<file path="config.mk">
export PLATFORM = sky130hd
export DESIGN_NAME = serial_download_frame_receiver
export DESIGN_NICKNAME = d
export VERILOG_FILES = /design/src/sdfr_pkg.sv /design/src/sdfr_store.sv /design/src/sdfr_ctrl.sv /design/src/sdfr_out_stage.sv /design/src/serial_download_frame_receiver.sv
export SDC_FILE = /design/constraint.sdc
export NUM_CORES = 2
export LEC_CHECK = 0
export ABC_AREA = 1
export ABC_CLOCK_PERIOD_IN_PS = 5000
export BUFFER_PORTS_ARGS = -buffer_cell sky130_fd_sc_hd__buf_2
export CAP_MARGIN = 5
export CORE_UTILIZATION = 25
export CTS_CLUSTER_DIAMETER = 60
export DETAILED_ROUTE_END_ITERATION = 10
export HOLD_SLACK_MARGIN = 0.03
export PLACE_DENSITY = 0.39
export SYNTH_ARGS = -nofsm -noshare
export SYNTH_HDL_FRONTEND = slang
export SYNTH_SLANG_ARGS = --single-unit
</file>
<file path="constraint.sdc">
create_clock -name clock -period 5 [get_ports clock]
set_input_delay 0.5 -clock clock [delete_from_list [all_inputs] [get_ports clock]]
set_output_delay 0.5 -clock clock [all_outputs]
set_load 0.05 [all_outputs]
</file>
<file path="src/sdfr_pkg.sv">
// Shared types, constants and the hex decode function of the serial download frame receiver.
package sdfr_pkg;

   localparam int BUFF_DEPTH_DEF = 256;
   localparam int LEN_W          = 10;   // frame length target, 2n+2 up to 512
   localparam int READ_BASE      = 3;    // payload characters start after count and command

   localparam logic [7:0] HDR_FIRST  = 8'h07;
   localparam logic [7:0] HDR_SECOND = 8'h0E;

   localparam logic [7:0] HEX_DIGIT_OFS = 8'h30;
   localparam logic [7:0] HEX_UPPER_OFS = 8'h37;
   localparam logic [7:0] HEX_LOWER_OFS = 8'h57;
   localparam logic [7:0] CHR_0  = 8'h30;
   localparam logic [7:0] CHR_9  = 8'h39;
   localparam logic [7:0] CHR_UA = 8'h41;
   localparam logic [7:0] CHR_UF = 8'h46;
   localparam logic [7:0] CHR_LA = 8'h61;
   localparam logic [7:0] CHR_LF = 8'h66;

   typedef enum logic {
      OP_RX   = 1'b0,
      OP_READ = 1'b1
   } opcode_type;

   typedef enum logic [1:0] {
      EV_NONE   = 2'd0,
      EV_NACK   = 2'd1,
      EV_ACCEPT = 2'd2,
      EV_READ   = 2'd3
   } event_type;

   typedef struct packed {
      event_type  event_res;
      logic [7:0] command;
      logic [7:0] payload_count;
      logic [7:0] read_data;
   } result_type;

   function automatic logic [3:0] hex_value(input logic [7:0] c);
      logic [7:0] d;
      d = 8'h00;
      if (c inside {[CHR_0:CHR_9]}) begin
         d = c - HEX_DIGIT_OFS;
      end else if (c inside {[CHR_UA:CHR_UF]}) begin
         d = c - HEX_UPPER_OFS;
      end else if (c inside {[CHR_LA:CHR_LF]}) begin
         d = c - HEX_LOWER_OFS;
      end
      return d[3:0];
   endfunction

endpackage

</file>
<file path="src/sdfr_store.sv">
// Frame byte store: one write port, one read port with registered read data.
module sdfr_store
   import sdfr_pkg::*;
#(
   parameter int BUFF_DEPTH = BUFF_DEPTH_DEF,
   localparam int AW = $clog2(BUFF_DEPTH)
) (
   input  logic          clock,
   input  logic          wr_en,
   input  logic [AW-1:0] wr_addr,
   input  logic [7:0]    wr_data,
   input  logic          rd_en,
   input  logic [AW-1:0] rd_addr,
   output logic [7:0]    rd_data
);

   logic [7:0] mem [BUFF_DEPTH];
   logic [7:0] rd_data_ff;

   always_ff @(posedge clock) begin
      if (wr_en) begin
         mem[wr_addr] <= wr_data;
      end
   end

   // read data holds until the next read, so a stalled result keeps it
   always_ff @(posedge clock) begin
      if (rd_en) begin
         rd_data_ff <= mem[rd_addr];
      end
   end

   assign rd_data = rd_data_ff;

endmodule

</file>
<file path="src/sdfr_ctrl.sv">
// Frame parser: header, count, hex sum and checksum state, plus the first result stage.
module sdfr_ctrl
   import sdfr_pkg::*;
#(
   parameter int BUFF_DEPTH = BUFF_DEPTH_DEF,
   localparam int AW = $clog2(BUFF_DEPTH),
   localparam int CW = $clog2(BUFF_DEPTH + 1)
) (
   input  logic          clock,
   input  logic          reset,
   input  logic          req_tvalid,
   output logic          req_tready,
   input  logic [15:0]   req_tdata,
   input  logic [0:0]    req_tuser,
   output logic          wr_en,
   output logic [AW-1:0] wr_addr,
   output logic [7:0]    wr_data,
   output logic          rd_en,
   output logic [AW-1:0] rd_addr,
   output logic          s1_valid,
   input  logic          s1_ready,
   output result_type    s1_res,
   output logic          s1_hit
);

   localparam int CMPW = (CW > LEN_W) ? CW : LEN_W;
   localparam int SW   = CMPW + 1;

   typedef enum logic [1:0] {
      PH_WAIT_HDR = 2'd0,
      PH_WAIT_LEN = 2'd1,
      PH_DATA     = 2'd2
   } phase_type;

   phase_type        phase_ff, phase_in;
   logic [CW-1:0]    fill_ff, fill_in;
   logic [LEN_W-1:0] target_ff, target_in;
   logic [7:0]       sum_ff, sum_in;
   logic [7:0]       prev_ff, prev_in;
   logic [7:0]       count_ff, count_in;
   logic [3:0]       hi_ff, hi_in;
   logic [3:0]       lo_ff, lo_in;
   logic             s1_valid_ff, s1_valid_in;
   result_type       s1_res_ff, s1_res_in;
   logic             s1_hit_ff, s1_hit_in;

   logic          accept;
   opcode_type    op;
   logic [7:0]    rx;
   logic [7:0]    idx;
   logic [CW-1:0] fill_inc;
   logic          overflow;
   logic [SW-1:0] rd_addr_w;
   logic          rd_in_range;
   logic [7:0]    chk;
   logic [8:0]    cnt;

   assign req_tready  = !s1_valid_ff || s1_ready;
   assign accept      = req_tvalid && req_tready;
   assign op          = opcode_type'(req_tuser[0]);
   assign rx          = req_tdata[7:0];
   assign idx         = req_tdata[15:8];
   assign fill_inc    = fill_ff + CW'(1);
   assign overflow    = (fill_ff == CW'(BUFF_DEPTH));
   assign rd_addr_w   = SW'(idx) + SW'(READ_BASE);
   assign rd_in_range = rd_addr_w < SW'(BUFF_DEPTH);

   assign wr_en   = accept && (op == OP_RX) && !overflow;
   assign wr_addr = fill_ff[AW-1:0];
   assign wr_data = rx;
   assign rd_en   = accept && (op == OP_READ) && rd_in_range;
   assign rd_addr = rd_addr_w[AW-1:0];

   always_comb begin
      phase_in    = phase_ff;
      fill_in     = fill_ff;
      target_in   = target_ff;
      sum_in      = sum_ff;
      prev_in     = prev_ff;
      count_in    = count_ff;
      hi_in       = hi_ff;
      lo_in       = lo_ff;
      s1_valid_in = s1_valid_ff && !s1_ready;
      s1_res_in   = s1_res_ff;
      s1_hit_in   = s1_hit_ff;
      chk         = 8'h00;
      cnt         = 9'd0;

      if (accept) begin
         s1_valid_in = 1'b1;
         s1_res_in   = '{event_res: EV_NONE, command: 8'h00, payload_count: 8'h00,
                         read_data: 8'h00};
         s1_hit_in   = 1'b0;
         if (op == OP_READ) begin
            s1_res_in.event_res = EV_READ;
            s1_hit_in           = rd_in_range;
         end else if (overflow) begin
            // byte dropped, frame abandoned
            fill_in  = '0;
            phase_in = PH_WAIT_HDR;
         end else begin
            prev_in = rx;
            fill_in = fill_inc;
            if (fill_ff != '0 && prev_ff == HDR_FIRST && rx == HDR_SECOND) begin
               fill_in  = '0;
               phase_in = PH_WAIT_LEN;
            end else begin
               case (phase_ff)
                  PH_WAIT_HDR: begin
                     if (fill_ff != '0) begin
                        fill_in = CW'(1);
                     end
                  end
                  PH_WAIT_LEN: begin
                     target_in = LEN_W'({rx, 1'b0}) + LEN_W'(2);
                     sum_in    = 8'h00;
                     count_in  = rx;
                     phase_in  = PH_DATA;
                  end
                  PH_DATA: begin
                     if (SW'(fill_ff) + SW'(2) <= SW'(target_ff)) begin
                        sum_in = sum_ff + rx;
                     end
                     if (fill_ff == CW'(1)) begin
                        hi_in = hex_value(rx);
                     end
                     if (fill_ff == CW'(2)) begin
                        lo_in = hex_value(rx);
                     end
                     if (SW'(fill_inc) == SW'(target_ff)) begin
                        // checksum byte is the one just received
                        chk = 8'h00 - sum_in;
                        cnt = {count_ff, 1'b0} - 9'd2;
                        if (count_ff != 8'h00 && chk == rx) begin
                           s1_res_in.event_res     = EV_ACCEPT;
                           s1_res_in.command       = {hi_ff, lo_ff};
                           s1_res_in.payload_count = cnt[8] ? 8'hFF : cnt[7:0];
                        end else begin
                           s1_res_in.event_res = EV_NACK;
                        end
                        fill_in  = '0;
                        phase_in = PH_WAIT_HDR;
                     end
                  end
                  default: begin
                     fill_in  = '0;
                     phase_in = PH_WAIT_HDR;
                  end
               endcase
            end
         end
      end
   end

   always_ff @(posedge clock) begin
      if (reset) begin
         phase_ff    <= PH_WAIT_HDR;
         fill_ff     <= '0;
         target_ff   <= '0;
         sum_ff      <= 8'h00;
         prev_ff     <= 8'h00;
         s1_valid_ff <= 1'b0;
      end else begin
         phase_ff    <= phase_in;
         fill_ff     <= fill_in;
         target_ff   <= target_in;
         sum_ff      <= sum_in;
         prev_ff     <= prev_in;
         s1_valid_ff <= s1_valid_in;
      end
   end

   always_ff @(posedge clock) begin
      count_ff  <= count_in;
      hi_ff     <= hi_in;
      lo_ff     <= lo_in;
      s1_res_ff <= s1_res_in;
      s1_hit_ff <= s1_hit_in;
   end

   assign s1_valid = s1_valid_ff;
   assign s1_res   = s1_res_ff;
   assign s1_hit   = s1_hit_ff;

endmodule

</file>
<file path="src/sdfr_out_stage.sv">
// Output register stage that decouples the result channel from the parser.
module sdfr_out_stage
   import sdfr_pkg::*;
(
   input  logic       clock,
   input  logic       reset,
   input  logic       in_valid,
   output logic       in_ready,
   input  result_type in_res,
   output logic       out_valid,
   input  logic       out_ready,
   output result_type out_res
);

   logic       out_valid_ff, out_valid_in;
   result_type out_res_ff, out_res_in;

   assign in_ready = !out_valid_ff || out_ready;

   always_comb begin
      out_valid_in = out_valid_ff && !out_ready;
      out_res_in   = out_res_ff;
      if (in_valid && in_ready) begin
         out_valid_in = 1'b1;
         out_res_in   = in_res;
      end
   end

   always_ff @(posedge clock) begin
      if (reset) begin
         out_valid_ff <= 1'b0;
      end else begin
         out_valid_ff <= out_valid_in;
      end
   end

   always_ff @(posedge clock) begin
      out_res_ff <= out_res_in;
   end

   assign out_valid = out_valid_ff;
   assign out_res   = out_res_ff;

endmodule

</file>
<file path="src/serial_download_frame_receiver.sv">
// Serial download frame receiver: top level.
//
// req channel: one transaction per received serial byte (req_tuser = 0, byte in
// req_tdata[7:0]) or per payload read-back (req_tuser = 1, index in req_tdata[15:8]).
// rsp channel: exactly one transaction per request. rsp_tuser carries the event:
// nothing, frame rejected (NACK), frame accepted, or read data valid; rsp_tdata
// carries command, payload character count and read data.
// A 0x07 0x0E pair restarts a frame; count byte, 2n hex characters and the
// checksum byte follow, and the last byte of the frame produces the verdict.
// Throughput: one request per cycle while rsp_tready keeps the result path moving.
// A result reaches rsp through the parser/store read stage, then the output register;
// the store's single read port and registered read data call for the first stage.
// Reset clears the parser state and both result stages; the frame store is not
// cleared and holds undefined data until written.
// When rsp_tready is low, up to two results are held (parser stage and output
// register); after that req_tready drops until the receiver takes a result.
module serial_download_frame_receiver
   import sdfr_pkg::*;
#(
   parameter int BUFF_DEPTH = BUFF_DEPTH_DEF
) (
   input  logic        clock,
   input  logic        reset,
   input  logic        req_tvalid,
   output logic        req_tready,
   input  logic [15:0] req_tdata,   // rx_byte [7:0], read_index [15:8]
   input  logic [0:0]  req_tuser,   // opcode [0]
   output logic        rsp_tvalid,
   input  logic        rsp_tready,
   output logic [23:0] rsp_tdata,   // command [7:0], payload_count [15:8], read_data [23:16]
   output logic [1:0]  rsp_tuser    // event_res [1:0]
);

   localparam int AW = $clog2(BUFF_DEPTH);

   logic          wr_en;
   logic [AW-1:0] wr_addr;
   logic [7:0]    wr_data;
   logic          rd_en;
   logic [AW-1:0] rd_addr;
   logic [7:0]    rd_data;
   logic          s1_valid;
   logic          s1_ready;
   result_type    s1_res;
   logic          s1_hit;
   result_type    join_res;
   result_type    out_res;

   sdfr_ctrl #(
      .BUFF_DEPTH(BUFF_DEPTH)
   ) u_ctrl (
      .clock      (clock),
      .reset      (reset),
      .req_tvalid (req_tvalid),
      .req_tready (req_tready),
      .req_tdata  (req_tdata),
      .req_tuser  (req_tuser),
      .wr_en      (wr_en),
      .wr_addr    (wr_addr),
      .wr_data    (wr_data),
      .rd_en      (rd_en),
      .rd_addr    (rd_addr),
      .s1_valid   (s1_valid),
      .s1_ready   (s1_ready),
      .s1_res     (s1_res),
      .s1_hit     (s1_hit)
   );

   sdfr_store #(
      .BUFF_DEPTH(BUFF_DEPTH)
   ) u_store (
      .clock   (clock),
      .wr_en   (wr_en),
      .wr_addr (wr_addr),
      .wr_data (wr_data),
      .rd_en   (rd_en),
      .rd_addr (rd_addr),
      .rd_data (rd_data)
   );

   // reads past the end of the store return zero
   always_comb begin
      join_res           = s1_res;
      join_res.read_data = s1_hit ? rd_data : 8'h00;
   end

   sdfr_out_stage u_out (
      .clock     (clock),
      .reset     (reset),
      .in_valid  (s1_valid),
      .in_ready  (s1_ready),
      .in_res    (join_res),
      .out_valid (rsp_tvalid),
      .out_ready (rsp_tready),
      .out_res   (out_res)
   );

   assign rsp_tdata = {out_res.read_data, out_res.payload_count, out_res.command};
   assign rsp_tuser = out_res.event_res;

endmodule

</file>
==> summary.md <==
| Metric | Value |
|---|---|
| Most instantiated flip-flop cell in the synthesis netlist | `sky130_fd_sc_hd__edfxtp_1` |
| Synth Area in Simple Gates | `between 10% and 20%` |
| Total routing usage reported by global routing | `16.1%` |
| Number of detailed-route iterations in the first pass | `5` |
| Buffer cell driving the clock tree root | `sky130_fd_sc_hd__clkbuf_16` |
| Clock transition time at the flip-flop clock pins of the worst setup and hold paths | `around 0.06 ns` |
| DRC marker count from the first detailed-route iteration | `5146` |
| Mean instance size in the synthesized netlist | `12.3 sq um` |
| Share of synthesized area spent on multiplexers | `0%` |
| Maximum fanout count along the critical path | `17` |
| Worst rel slew slack | `16.5%` |
| Via count of the first global-routing pass | `around 56000` |
| Drt total wl | `290000 um` |
| Clock tree from TritonCTS | `yes` |
| Outcome | `complete, no violations` |
| Cell Pwr Density | `410 mW/mm^2` |
| Worst vdd ir | `around 0.00023 V` |
| Main combinational cell family by area after synthesis | `simple AND/OR/NAND/NOR gates` |
| Post-synth design cell area | `0.0873 sq mm` |
| Multi-input gate area in the final layout | `just over 0.02 sq mm` |
| Gate count of the mapped netlist | `about 7000` |
| Initial antenna violation count | `18` |
| Kind of critical path | `reg -> reg` |
| Finished Core Util | `29.3%` |
| Share of final-layout standard cells stronger than drive strength 1 | `8.89%` |
| Number of pins with negative max-slew slack in the final report | `0` |
| Last weighted congestion value of the routability-driven placer | `0.811` |
| Clock Tree Buf Depth | `4` |
| Die Span Y | `593 um` |
| Area of the core | `about 0.35 sq mm` |
| Die area | `0.352 sq mm` |
| Fin crit period | `roughly 4.5 ns` |
| Number of fillers in the final layout | `around 35000` |
| Adder-cell share of the synthesized area | `0.496%` |
| Later-pin clock latency in the skew report | `a little under 0.9 ns` |
| Number of enable-type register cells in the synthesized netlist | `2117` |
| GR Overflow Total | `0` |
| Transition time at the pin with the least slew margin | `roughly 1.3 ns` |
| Type of origin of the critical path | `flip-flop` |
| Final ANT Viol Nets | `0` |
| Routed via count | `56800` |
| Worst path required time | `5.69 ns` |
| Number of nets at the end of the flow | `between 7000 and 8000` |
| WL per Instance | `24.4 um` |
| Leak Pwr | `about 32 nW` |
| Synth async-reset ratio | `0%` |
| Io pins | `49` |
| Number of buffers inserted during clock tree synthesis | `262` |
| Count of clock tree sinks | `2155` |
| Effective utilization at floorplan | `25.2%` |
| Number of buffers inserted by port buffering | `between 40 and 50` |
| Synth Area in Compound Gates | `10.1%` |
| DRC violations left | `0` |
| Total of warnings raised by yosys | `0` |
| Total Negative Setup Slacks | `0 ns` |
| Pin count of the biggest net entering global routing | `190` |
| Number of placement rows | `216` |
| Peak Freq | `0.223 GHz` |
| Post-synthesis xor/xnor area fraction | `0.341%` |
| Register Area | `0.0643 sq mm` |
| Path class of the lowest-slack min-delay path | `in -> reg` |
| Die boundary width | `between 500 and 600 um` |
| Ratio of final minimum period to clock period | `89.8%` |
| Half-perimeter wire length after detailed placement | `166000 um` |
| Arrival time worst endpoint | `5.19 ns` |
| Final Hold Vio Count | `0` |
| Post-Synthesis Net Count | `7149` |
| Count of H-tree levels built during CTS | `5` |
| First-pass GRT wire length | `414000 um` |
| Endpoint type of the worst setup path | `flip-flop` |
| Clock Skew | `0.0324 ns` |
| Post-synthesis sequential area ratio | `73.7%` |
| Vias/cell | `4.79` |
| Setup violation total in the final timing report | `0` |
| RSZ-0062 raised after global routing | `no` |
| Yosys reg bits | `2155` |
| Max cap viols | `0` |
| Synth-to-Final Area Change | `16.2%` |
| Count of distinct cell types in the synthesized netlist | `48` |
-- layer usage --
metal / global-route usage [%] / vias up / wire length (um)
li1: - / 26000 / -
met2: 26.2 / 1431 / 136000
met3: 2.08 / 380 / 13800
met1: 22.6 / 29000 / 133000
met5: 0 / - / 0
met4: 4.18 / 0 / 7160
-- cell type report --
cell class              count  area share [%]
repair buffers            221            2.17
clock buffers             312            6.70
well taps                4578            5.65
clock inverters           151            1.24
diodes                      5          0.0123
multi-input cells        4329            20.4
inverters                 117           0.460
flip-flops and latches   2155            63.4
-- cells by family (layout without fill, tap and decap cells) --
logic type      count (synthesis)  count (layout)
xor+xnor                       34              34
fa+ha+maj                      34              34
compound gates               1626            1626
buf+inv                       610             801
simple gates                 2635            2635
other cells                     0               5
flops                        2155            2155
-- critical path, cell delays in order, from the launching register on --
cell and delay (ns):
sky130_fd_sc_hd__dfxtp_1 0.52, sky130_fd_sc_hd__inv_1 0.07, sky130_fd_sc_hd__buf_4 0.17, sky130_fd_sc_hd__nor3_1 0.33, sky130_fd_sc_hd__nand2_1 0.15, sky130_fd_sc_hd__nor3_1 0.22, sky130_fd_sc_hd__ha_1 0.32, sky130_fd_sc_hd__nand2_4 0.12
sky130_fd_sc_hd__inv_2 0.04, sky130_fd_sc_hd__a21oi_2 0.16, sky130_fd_sc_hd__nand3_4 0.17, sky130_fd_sc_hd__nand2_4 0.20, sky130_fd_sc_hd__nand2_2 0.09, sky130_fd_sc_hd__o21ai_4 0.08, sky130_fd_sc_hd__ha_1 0.27, sky130_fd_sc_hd__xor2_1 0.15
sky130_fd_sc_hd__a41oi_1 0.19, sky130_fd_sc_hd__o21ai_0 0.11, sky130_fd_sc_hd__nor2_1 0.12, sky130_fd_sc_hd__nand2_1 0.08, sky130_fd_sc_hd__inv_1 0.06, sky130_fd_sc_hd__nand2_1 0.06, sky130_fd_sc_hd__nor2_2 0.13, sky130_fd_sc_hd__nand3_4 0.32
sky130_fd_sc_hd__nor2_1 0.20
-- layout by cell type, fill, tap and decap left out, types with 44 or more instances in the layout --
cell,instances
sky130_fd_sc_hd__edfxtp_1,2117
sky130_fd_sc_hd__buf_12,44
sky130_fd_sc_hd__inv_1,106
sky130_fd_sc_hd__nand2_1,672
sky130_fd_sc_hd__nor2_1,1331
sky130_fd_sc_hd__o21ai_0,1049
sky130_fd_sc_hd__o22ai_1,512
sky130_fd_sc_hd__clkbuf_16,264
sky130_fd_sc_hd__a21oi_1,46
sky130_fd_sc_hd__nand3_1,523
sky130_fd_sc_hd__buf_4,121
sky130_fd_sc_hd__clkinv_1,60
sky130_fd_sc_hd__clkbuf_1,47
-- sequential cells by signal (all words and copies together) (netlist names), 2 cells and up --
register,cells
u_store.mem,2048
u_ctrl.prev_ff,8
u_out.out_res,26
u_ctrl.fill_ff,9
u_store.rd_data,8
u_ctrl.target_ff,9
u_ctrl.hi_ff,4
u_ctrl.phase_ff,2
u_ctrl.sum_ff,8
u_ctrl.lo_ff,4
u_ctrl.s1_res,18
u_ctrl.count_ff,8
-- Yosys cell counts (2+ instances only) --
cell type | number | share of area [%]
sky130_fd_sc_hd__edfxtp_1 | 2117 | 73
sky130_fd_sc_hd__nor2_1 | 1332 | 5.7
sky130_fd_sc_hd__o21ai_0 | 1049 | 6.0
sky130_fd_sc_hd__nand2_1 | 675 | 2.9
sky130_fd_sc_hd__nand3_1 | 532 | 3.0
sky130_fd_sc_hd__o22ai_1 | 512 | 3.7
sky130_fd_sc_hd__clkbuf_1 | 340 | 1.5
sky130_fd_sc_hd__buf_2 | 111 | 0.64
sky130_fd_sc_hd__inv_1 | 108 | 0.46
sky130_fd_sc_hd__a21oi_1 | 47 | 0.27
sky130_fd_sc_hd__dfxtp_1 | 38 | 0.87
sky130_fd_sc_hd__buf_1 | 36 | 0.15
sky130_fd_sc_hd__ha_1 | 33 | 0.47
sky130_fd_sc_hd__xor2_1 | 27 | 0.27
sky130_fd_sc_hd__nand4_1 | 14 | 0.10
sky130_fd_sc_hd__nor2_4 | 13 | 0.17
sky130_fd_sc_hd__nand2_2 | 11 | 0.079
sky130_fd_sc_hd__nor3_1 | 11 | 0.063
sky130_fd_sc_hd__and3_1 | 9 | 0.064
sky130_fd_sc_hd__nand3b_1 | 9 | 0.077
sky130_fd_sc_hd__a31oi_1 | 8 | 0.057
sky130_fd_sc_hd__inv_2 | 7 | 0.030
sky130_fd_sc_hd__xnor2_1 | 7 | 0.070
sky130_fd_sc_hd__nor2_2 | 5 | 0.036
sky130_fd_sc_hd__nand2_4 | 4 | 0.052
sky130_fd_sc_hd__nand3_4 | 4 | 0.080
sky130_fd_sc_hd__nor4_1 | 4 | 0.029
sky130_fd_sc_hd__buf_4 | 3 | 0.026
sky130_fd_sc_hd__nor3_2 | 3 | 0.034
sky130_fd_sc_hd__or2_2 | 3 | 0.021
sky130_fd_sc_hd__buf_6 | 2 | 0.026
sky130_fd_sc_hd__clkinv_1 | 2 | 0.0086
sky130_fd_sc_hd__nand3_2 | 2 | 0.023
sky130_fd_sc_hd__o21a_1 | 2 | 0.017
-- repair_timing --
item / in CTS / in global routing
hold buffers: 8 / 0
setup buffers: 0 / 0
resized for setup: 0 / 0
hold endpoints to repair: 66 / 0
-- path summary, 6_finish.rpt --
path / end / slack, ns / cells past startpoint / start
worst max-delay path: u_ctrl.s1_res[15]$_SDFFCE_PP0P_ / 0.51 / 24 / u_ctrl.fill_ff[3]$_SDFFE_PP0P_
worst min-delay path: u_store.mem[130][7]$_DFFE_PP_ / 0.10 / 1 / req_tdata[7]
worst max register to register: u_ctrl.s1_res[15]$_SDFFCE_PP0P_ / 0.51 / 24 / u_ctrl.fill_ff[3]$_SDFFE_PP0P_
worst min register to register: u_out.out_res[24]$_DFFE_PP_ / 0.42 / 0 / u_ctrl.s1_res[24]$_SDFFCE_PP1P_
-- where the power goes --
part / internal [mW] / switching, mW
clock network: 10.4 / 7.79
logic: 0.880 / 2.67
registers: 19.9 / 0.0246
-- through the flow --
| stage | worst slack [ns] | hold WS, ns | power (mW) | instances | cell area (sq um) |
|---|---|---|---|---|---|
| 2_1_floorplan | 1.35 | 0.400 | 22.1 | 7094 | 87300 |
| 3_3_place_gp | 0.449 | 0.414 | 23.9 | 11400 | 93300 |
| 3_5_place_dp | 0.510 | 0.415 | 23.9 | 11400 | 93300 |
| 4_1_cts | 0.471 | 0.0325 | 42.1 | 11900 | 101000 |
| 5_1_grt | 0.0441 | 0.0591 | 43.0 | 11900 | 101000 |
| 6_report | 0.509 | 0.104 | 41.6 | 11900 | 101000 |
Power figures use the tool's default switching activity.
